$ cat src/rtl/spc_pkg.sv
// ----------------------------------------------------------------------------
// spc_pkg
// Shared constants, types and helpers of the sensor packet checker.
// ----------------------------------------------------------------------------
`default_nettype none

package spc_pkg;

  // Packet geometry
  localparam int unsigned PACKET_BYTES = 60;
  localparam int unsigned CNT_W        = $clog2(PACKET_BYTES + 1);
  localparam int unsigned SUM_LIMIT    = 56;

  // Field offsets inside a packet
  localparam int unsigned OFS_MAGIC   = 0;
  localparam int unsigned OFS_VERSION = 2;
  localparam int unsigned OFS_PTYPE   = 3;
  localparam int unsigned OFS_SIZE    = 4;
  localparam int unsigned OFS_NODE    = 8;
  localparam int unsigned OFS_CAP     = 20;
  localparam int unsigned OFS_PAYT    = 24;
  localparam int unsigned OFS_PAYB    = 28;
  localparam int unsigned OFS_SEQ     = 40;
  localparam int unsigned OFS_TS      = 44;
  localparam int unsigned OFS_BATT    = 48;
  localparam int unsigned OFS_SIG     = 51;
  localparam int unsigned OFS_ERR     = 53;
  localparam int unsigned OFS_CKSUM   = 56;

  // Configuration
  localparam int unsigned CFG_IDX_W  = 2;
  localparam int unsigned CFG_DATA_W = 16;
  localparam logic [15:0] MAGIC_RESET   = 16'hC32B;
  localparam logic [7:0]  VERSION_RESET = 8'd1;

  typedef logic [CNT_W-1:0]     cnt_t;
  typedef logic [CFG_IDX_W-1:0] cfg_idx_t;

  localparam cfg_idx_t CFG_MAGIC   = cfg_idx_t'(0);
  localparam cfg_idx_t CFG_VERSION = cfg_idx_t'(1);

  typedef enum logic [1:0] {
    ST_OK      = 2'd0,
    ST_SIZE    = 2'd1,
    ST_MAGIC   = 2'd2,
    ST_VERSION = 2'd3
  } status_e;

  // Per-packet captured state handed to the checker
  typedef struct packed {
    cnt_t        pos;
    logic [15:0] sum;
    logic [15:0] magic;
    logic [7:0]  version;
    logic [15:0] size;
    logic [15:0] cksum;
    logic [7:0]  ptype;
    logic [31:0] node;
    logic [15:0] cap;
    logic [7:0]  payt;
    logic [31:0] payb;
    logic [31:0] seq;
    logic [31:0] ts;
    logic [15:0] batt;
    logic [7:0]  sig;
    logic [7:0]  err;
  } capture_t;

  typedef struct packed {
    status_e            status;
    logic [7:0]         pkt_kind;
    logic [31:0]        node_id;
    logic [15:0]        capability;
    logic [7:0]         value_kind;
    logic [31:0]        payload_bits;
    logic [31:0]        seq_number;
    logic [31:0]        sender_ms;
    logic [15:0]        battery_millivolts;
    logic signed [7:0]  signal_level;
    logic [7:0]         node_error;
    logic               checksum_ok;
  } result_t;

  // True when pos lies in [ofs, ofs+len)
  function automatic logic in_span(cnt_t pos, int unsigned ofs, int unsigned len);
    return (32'(pos) >= ofs) && (32'(pos) < ofs + len);
  endfunction

endpackage

`default_nettype wire

$ cat src/rtl/spc_capture.sv
// ----------------------------------------------------------------------------
// spc_capture
// Byte counter, running sum and little-endian field capture registers.
// ----------------------------------------------------------------------------
`default_nettype none

module spc_capture (
  input  wire logic              clk_i,
  input  wire logic              rst_ni,
  input  wire logic              accept_i,
  input  wire logic [7:0]        data_byte_i,
  input  wire logic              last_byte_i,
  output spc_pkg::capture_t      cap_o
);
  import spc_pkg::*;

  cnt_t        pos_q, pos_d;
  logic [15:0] sum_q, sum_d;
  capture_t    fld_q, fld_d;

  always_comb begin
    pos_d = pos_q;
    sum_d = sum_q;
    fld_d = fld_q;
    if (accept_i) begin
      if (last_byte_i) begin
        pos_d = '0;
        sum_d = '0;
      end else if (pos_q < cnt_t'(PACKET_BYTES)) begin
        pos_d = pos_q + cnt_t'(1);
        if (pos_q < cnt_t'(SUM_LIMIT)) begin
          sum_d = sum_q + 16'(data_byte_i);
        end
      end
      // Multi-byte fields sit on aligned offsets, so low count bits pick the lane
      if (in_span(pos_q, OFS_MAGIC, 2))   fld_d.magic[{pos_q[0], 3'b000} +: 8] = data_byte_i;
      if (in_span(pos_q, OFS_VERSION, 1)) fld_d.version = data_byte_i;
      if (in_span(pos_q, OFS_PTYPE, 1))   fld_d.ptype = data_byte_i;
      if (in_span(pos_q, OFS_SIZE, 2))    fld_d.size[{pos_q[0], 3'b000} +: 8] = data_byte_i;
      if (in_span(pos_q, OFS_NODE, 4))    fld_d.node[{pos_q[1:0], 3'b000} +: 8] = data_byte_i;
      if (in_span(pos_q, OFS_CAP, 2))     fld_d.cap[{pos_q[0], 3'b000} +: 8] = data_byte_i;
      if (in_span(pos_q, OFS_PAYT, 1))    fld_d.payt = data_byte_i;
      if (in_span(pos_q, OFS_PAYB, 4))    fld_d.payb[{pos_q[1:0], 3'b000} +: 8] = data_byte_i;
      if (in_span(pos_q, OFS_SEQ, 4))     fld_d.seq[{pos_q[1:0], 3'b000} +: 8] = data_byte_i;
      if (in_span(pos_q, OFS_TS, 4))      fld_d.ts[{pos_q[1:0], 3'b000} +: 8] = data_byte_i;
      if (in_span(pos_q, OFS_BATT, 2))    fld_d.batt[{pos_q[0], 3'b000} +: 8] = data_byte_i;
      if (in_span(pos_q, OFS_SIG, 1))     fld_d.sig = data_byte_i;
      if (in_span(pos_q, OFS_ERR, 1))     fld_d.err = data_byte_i;
      if (in_span(pos_q, OFS_CKSUM, 2))   fld_d.cksum[{pos_q[0], 3'b000} +: 8] = data_byte_i;
    end
  end

  always_ff @(posedge clk_i or negedge rst_ni) begin
    if (!rst_ni) begin
      pos_q <= '0;
      sum_q <= '0;
    end else begin
      pos_q <= pos_d;
      sum_q <= sum_d;
    end
  end

  // Field captures need no reset: a passing packet rewrites all of them
  always_ff @(posedge clk_i) begin
    fld_q <= fld_d;
  end

  always_comb begin
    cap_o     = fld_q;
    cap_o.pos = pos_q;
    cap_o.sum = sum_q;
  end

  a_count_bounded: assert property (@(posedge clk_i) disable iff (!rst_ni)
    pos_q <= cnt_t'(PACKET_BYTES))
    else $error("byte count past packet length");

  a_last_restarts: assert property (@(posedge clk_i) disable iff (!rst_ni)
    accept_i && last_byte_i |=> pos_q == '0 && sum_q == '0)
    else $error("packet state not cleared after last byte");

  a_sum_frozen: assert property (@(posedge clk_i) disable iff (!rst_ni)
    accept_i && !last_byte_i && pos_q >= cnt_t'(SUM_LIMIT) |=> $stable(sum_q))
    else $error("sum changed past checksum field");

endmodule

`default_nettype wire

$ cat config.mk
export PLATFORM = sky130hd
export DESIGN_NAME = spc_capture
export DESIGN_NICKNAME = d
export VERILOG_FILES = /design/src/rtl/spc_pkg.sv /design/src/rtl/spc_capture.sv
export SDC_FILE = /design/constraint.sdc
export NUM_CORES = 1
export LEC_CHECK = 0
export BUFFER_PORTS_ARGS = -buffer_cell sky130_fd_sc_hd__buf_2
export CAP_MARGIN = 0
export CORE_MARGIN = 10
export CORE_UTILIZATION = 35
export CTS_CLUSTER_DIAMETER = 120
export DETAILED_ROUTE_END_ITERATION = 16
export GPL_TIMING_DRIVEN = 0
export SETUP_SLACK_MARGIN = 0.05
export SKIP_LAST_GASP = 1
export SLEW_MARGIN = 20
export SYNTH_ARGS = -nofsm -noshare
export SYNTH_HDL_FRONTEND = slang
export SYNTH_SLANG_ARGS = --single-unit
$ cat constraint.sdc
create_clock -name clk_i -period 2.2 [get_ports clk_i]
set_input_delay 0.22 -clock clk_i [delete_from_list [all_inputs] [get_ports clk_i]]
set_output_delay 0.22 -clock clk_i [all_outputs]
set_load 0.005 [all_outputs]
==> impl_results.md, run 1 <==
* Status: complete, no violations
* Total track usage at 0.157
* Hold Crit Start: data_byte_i[0]
* Yosys warning total at 0
* Min cycle time layout at 2.14 ns
* Final hold vios at 0
* Die Height at 184 µm
* DRC viols at 0
* Post-route setup slack at 0.0623 ns
* Synth Register Bits at 270
* Synth top area cells: edfxtp_1 79%, dfrtp_1 5.8%, ha_1 2.0%
* RSZ-0062 raised after global routing: yes
* Required time worst endpoint at 2.34 ns
* Fillers at 2360
* Synth unique cells at 46
* CTS Buffer Depth at 3
* CP Capture Type: flip-flop
* Root Driver: clkbuf_16
* Setup Crit Path Kind: reg2reg
* Max-slew violation count at 0
* Iter 0 DRT Violations at 317
* PwrDens at 896 mW/mm²
* Wirelength, routed at 27600 µm
* Clk pwr share at 0.395
* Vias in the first global route at 5971
* Post-synthesis sequential area ratio at 0.847
* DR WL/cell at 23.1 µm
* Worst skew pair latency at 0.53 ns
* Vias at 5660
* # port buffers at 281
* Ys async rst share at 0.0815
* Comb power frac at 0.082
* Final core occ at 0.465
* Most common library cells after synthesis: 248 x edfxtp_1, 50 x nor2_1, 32 x nand2_1
* Nets@finish at 865
* Gr ovfl total at 0
* Post-synth EDFFs at 248
* Fin area at 0.0124 mm²
* Antenna cells at 0
* Pint at 8.66 mW
* Global-route wire length before repair at 39400 µm
* WP data arrival at 2.28 ns
* Total of max-cap violations at 0
* Hold depth at 1
* Worst Hold End: cap_o[0]$_DFFE_PP_
* Setup crit start kind: flip-flop
* CTS Sinks at 270
* Drt pass-1 iters at 4
* Crit Reg-Reg Startpoint: pos_q[3]$_DFFE_PN0P_
* Reg clk slew, reported paths at 0.06 ns
* Vias per inst at 4.74
* Syn Nets at 543
* CTS tree: built
* Setup crit start: pos_q[3]$_DFFE_PN0P_
* Core area at 0.0267 mm²
* Max VDD drop at 717 µV
* Largest net degree at the start of global routing at 23
* Clock Skews at 0.0160 ns
* Setup slack, reg-to-reg at 0.06 ns
* Synth top area share at 0.789
* DP HPWL at 20400 µm
* Period utilization at 0.972
* Setup violators final at 0
* Die width at 184 µm
* Post-Syn Instances at 515
* Antenna-violating nets left at 0
* DIE AREA at 0.0339 mm²
* Worst-margin pin slew at 0.844 ns
* Worst slack, placed at -0.778 ns
* Achievable Freq at 0.468 GHz
* Leak at 4.88 nW
* Slew margin rel. at 0.435
* Reg power frac at 0.523
* Synthesized cell area at 0.00944 mm²
* H-tree lvl count at 1
* Initial antenna violation count at 0
* Yosys top cell by area: edfxtp_1
* Top Ports at 282
* Sw power at 2.48 mW
* Hold WC Path Type: in2reg
* Most common cell in the synthesized netlist: edfxtp_1
* Post-Place Cell Area at 0.0114 mm²
* Final setup TNS at 0 ns
* Starting Density at 0.353
* Mean Syn Cell Area at 18.3 µm²
* Share of post-route cells with drive strength above 1 at 0.458
* Num CTS Buffers at 27
* Routability congestion estimate at 0.819
* Worst reg2reg endpoint: cap_o[221]$_DFFE_PP_
* Rows at 60
* Sw frac at 0.223
* Power, Total at 11.1 mW
* FF-to-FF path depth at 5
* Largest fanout on the critical path at 10
* Main flop type after synthesis: edfxtp_1
* Area grow syn2layout at 31.7%
[cell families after synthesis]
logic type	count (synthesis)	synth area share
DFF	270	0.847
and+or+nand+nor	145	0.0763
AOI/OAI and AO/OA	39	0.0305
buffers and inverters	35	0.0150
adders and majority gates	16	0.0220
xor gates and xnor gates	10	0.00927
[through the flow]
stage / instances / hold WS [ns]
final: 1195 / 0.0743
after floorplan: 515 / -0.0756
after detailed placement: 1143 / 0.237
after global placement: 1137 / 0.239
after CTS: 1188 / 0.0201
after global routing: 1195 / 0.0483
[power by group through the flow]
stage | clock network (mW) | logic [mW] | registers [mW]
detailed placement | 0 | 0.839 | 5.94
finish | 4.40 | 0.917 | 5.83
floorplan | 0 | 0.474 | 5.92
global route | 4.71 | 1.03 | 5.84
global placement | 0 | 0.815 | 5.93
CTS | 4.52 | 0.862 | 5.83
[layout by cell type (no fill, tap or decap), types with 4 or more instances in the layout]
cell	n
clkbuf_16	27
o2111ai_1	4
clkbuf_1	10
inv_1	21
nor2_2	11
nor2_1	38
nor3_2	4
and2_1	6
and2_2	13
nand2_1	32
buf_2	284
xnor2_1	5
buf_4	10
dfrtp_1	20
xor2_1	5
a21oi_1	5
clkinv_2	5
ha_1	12
edfxtp_1	248
o21ai_0	5
nor3_1	4
nand2b_1	4
o21a_1	5
or3_1	4
[flip-flops by register name, summed over array words and instances (netlist names)]
signal / flops
pos_q: 6
sum_q: 16
cap_o: 248
[worst max-delay path, stage by stage, from the launching register on]
cell and delay, ns:
dfrtp_1 0.42, buf_2 0.22, nand2b_1 0.25, nor2_1 0.13, nand2_1 0.08, nor2_1 0.66
[area by class of cell]
cell class                 instances  area (µm²)  area share
clock inverter                    13         143      0.0115
clock buffer                      33         698      0.0562
multi-input combinational        210        1460       0.118
timing repair buffer             296        1560       0.125
tap                              341         427      0.0343
sequential                       270        8000       0.644
inverter                          23        90.1     0.00725
buffer                             9        51.3     0.00413
[what timing repair did]
item | 4_1_cts | 5_1_grt
gates resized for setup | 15 | 28
endpoints found under the setup margin | 235 | 255
gates cloned | 0 | 0
pin swaps | 0 | 4
hold endpoints to repair | 22 | 0
hold buffers | 1 | 0
buffers inserted | 1 | 7
[layer usage]
metal / wire length [µm] / track usage / vias to the layer above
met5: 0 / 0 / -
met4: 614 / 0.0390 / 0
met3: 2200 / 0.0494 / 38
met2: 13600 / 0.266 / 222
met1: 11200 / 0.189 / 2829
li1: - / - / 2571
[worst max path at each step]
stage	to	slack, ns	cells after the start
after global placement	cap_o[22]$_DFFE_PP_	-0.92	3
final	cap_o[221]$_DFFE_PP_	0.06	5
after detailed placement	cap_o[116]$_DFFE_PP_	-0.78	7
after floorplan	cap_o[0]$_DFFE_PP_	0.07	6
after global routing	cap_o[215]$_DFFE_PP_	-0.09	5
after CTS	cap_o[238]$_DFFE_PP_	0.008	4
(Power assumes the default switching activity.)
==> inputs of run 2 (changes only) <==
--- a/config.mk
+++ b/config.mk
@@ -7,11 +7,13 @@
 export LEC_CHECK = 0
 export BUFFER_PORTS_ARGS = -buffer_cell sky130_fd_sc_hd__buf_2
 export CAP_MARGIN = 0
+export CORE_ASPECT_RATIO = 1.25
 export CORE_MARGIN = 10
-export CORE_UTILIZATION = 35
+export CORE_UTILIZATION = 46
 export CTS_CLUSTER_DIAMETER = 120
 export DETAILED_ROUTE_END_ITERATION = 16
 export GPL_TIMING_DRIVEN = 0
+export PLACE_DENSITY = 0.86
 export SETUP_SLACK_MARGIN = 0.05
 export SKIP_LAST_GASP = 1
 export SLEW_MARGIN = 20
==> run 2 against run 1 <==
  * Die area fell by 21%
  * Worst hold slack got worse by 0.0029 ns
  * Critical path type unchanged
  * Highest routed layer unchanged
  * Routed wire length fell by 6.8%
  * Sequential share of layout area rose by 0.42 points
  * Register-to-register slack barely moved
==> impl_results.md, run 2 (synthesized netlist as in run 1, its figures left out) <==
* CTS tree: built
* Crit Reg-Reg Startpoint: pos_q[3]$_DFFE_PN0P_
* Final hold vios at 0
* Top Ports at 282
* Achievable Freq at 0.468 GHz
* Num CTS Buffers at 26
* WP data arrival at 2.35 ns
* Hold WC Path Type: in2reg
* DR WL/cell at 22.8 µm
* Leak at 4.89 nW
* Post-Place Cell Area at 0.0113 mm²
* Vias in the first global route at 5868
* Nets@finish at 870
* Worst skew pair latency at 0.52 ns
* Seq. cell area at 0.00800 mm²
* Wirelength, routed at 25800 µm
* Setup crit start: pos_q[3]$_DFFE_PN0P_
* DP HPWL at 19200 µm
* Largest fanout on the critical path at 10
* Hold Crit Start: data_byte_i[0]
* Gr ovfl total at 0
* Root Driver: clkbuf_16
* Clock Skews at 0.0108 ns
* Most frequent cells in the layout: 286 x buf_2, 248 x edfxtp_1, 40 x nor2_1
* Fillers at 1504
* Die Height at 180 µm
* Drt pass-1 iters at 6
* Min cycle time layout at 2.14 ns
* Antenna-violating nets left at 0
* Core area at 0.0202 mm²
* H-tree lvl count at 1
* CTS Sinks at 270
* Required time worst endpoint at 2.42 ns
* Area grow syn2layout at 30.8%
* Die width at 148 µm
* Global-route wire length before repair at 38200 µm
* Worst reg2reg endpoint: cap_o[140]$_DFFE_PP_
* Vias at 5723
* Worst setup endpoint: cap_o[140]$_DFFE_PP_
* Fin area at 0.0123 mm²
* # port buffers at 281
* Total area of multi-input combinational cells at 0.00145 mm²
* CP Capture Type: flip-flop
* RSZ-0062 raised after global routing: yes
* Initial antenna violation count at 0
* Status: complete, no violations
* Share of post-route cells with drive strength above 1 at 0.460
* Max-slew violation count at 0
* Setup slack, reg-to-reg at 0.06 ns
* Largest register FFs at 248
* Rows at 58
* PwrDens at 885 mW/mm²
* Hold depth at 1
* Worst-margin pin slew at 0.743 ns
* Setup Crit Path Kind: reg2reg
* Hold WS at 0.0714 ns
* DRC viols at 0
* Max VDD drop at 544 µV
* Vias per inst at 5.06
* DIE AREA at 0.0267 mm²
* Setup violators final at 0
* Iter 0 DRT Violations at 433
* Total track usage at 0.188
* Reg clk slew, reported paths at 0.07 ns
* Antenna cells at 0
* Routability congestion estimate at 0.886
* FF-to-FF path depth at 4
* Period utilization at 0.972
* Largest net degree at the start of global routing at 23
* Commonest non-fill, non-tap cell in the layout: buf_2
* Starting Density at 0.468
* Total of max-cap violations at 0
* CTS Buffer Depth at 3
* Slew margin rel. at 0.500
* Setup crit start kind: flip-flop
[run 2: changes by cell type in the layout (fill, tap and decap cells not counted), sizes merged]
cell,change
buf,+6
clkinvlp,+4
bufinv,-2
clkbuf,-2
inv,+1
[run 2: worst min path at each step]
stage / end / slack (ns)
after floorplan: pos_q[0]$_DFFE_PN0P_ / -0.08
final: cap_o[8]$_DFFE_PP_ / 0.07
after CTS: cap_o[130]$_DFFE_PP_ / 0.06
after global placement: sum_q[15]$_DFFE_PN0P_ / 0.23
after global routing: cap_o[184]$_DFFE_PP_ / 0.06
after detailed placement: sum_q[15]$_DFFE_PN0P_ / 0.23
[run 2: through the flow]
step                setup TNS (ns)   util  power [mW]  setup WS [ns]  cells
floorplan                        0      -        6.40         0.0686    515
global placement            -69.25  0.555        6.71         -0.918   1066
detailed placement          -48.61  0.559        6.75         -0.645   1072
CTS                         -0.480  0.605        11.0        -0.0389   1123
global route               -0.0518  0.612        11.4        -0.0115   1131
finish                           0  0.612        10.9         0.0622   1131
[run 2: repair_timing]
| item | in CTS | in global routing |
|---|---|---|
| setup endpoints to repair | 197 | 180 |
| buffers inserted | 5 | 9 |
| pin swaps | 1 | 2 |
| endpoints found under the hold margin | 22 | 0 |
| resized for setup | 18 | 20 |
| gates cloned | 0 | 0 |
| hold buffers | 1 | 0 |
[run 2: final cells by class]
class | count | area share
clock buffer | 31 | 0.0559
timing repair buffer | 302 | 0.129
multi-input combinational | 210 | 0.118
tap | 270 | 0.0274
sequential | 270 | 0.648
clock inverter | 16 | 0.0103
buffer | 9 | 0.00415
inverter | 23 | 0.00730
[run 2: worst max-delay path, cell delays in order, from the launching register on]
cell and delay (ns):
dfrtp_1 0.43, buf_2 0.23, nand2b_1 0.26, nor4_2 0.59, buf_2 0.32
[run 2: per-layer routing]
layer	up-vias	GRT usage	routed length (µm)
met5	-	0	0
met4	0	0.0663	831
met3	54	0.0510	2230
met2	290	0.328	13500
met1	2815	0.215	9230
li1	2564	-	-
[run 2: report_power, final]
part | total [mW] | internal, mW | leakage, nW | switching [mW]
clock | 4.20 | 2.38 | 0.387 | 1.82
combinational | 0.913 | 0.331 | 1.95 | 0.582
sequential | 5.82 | 5.74 | 2.55 | 0.0782
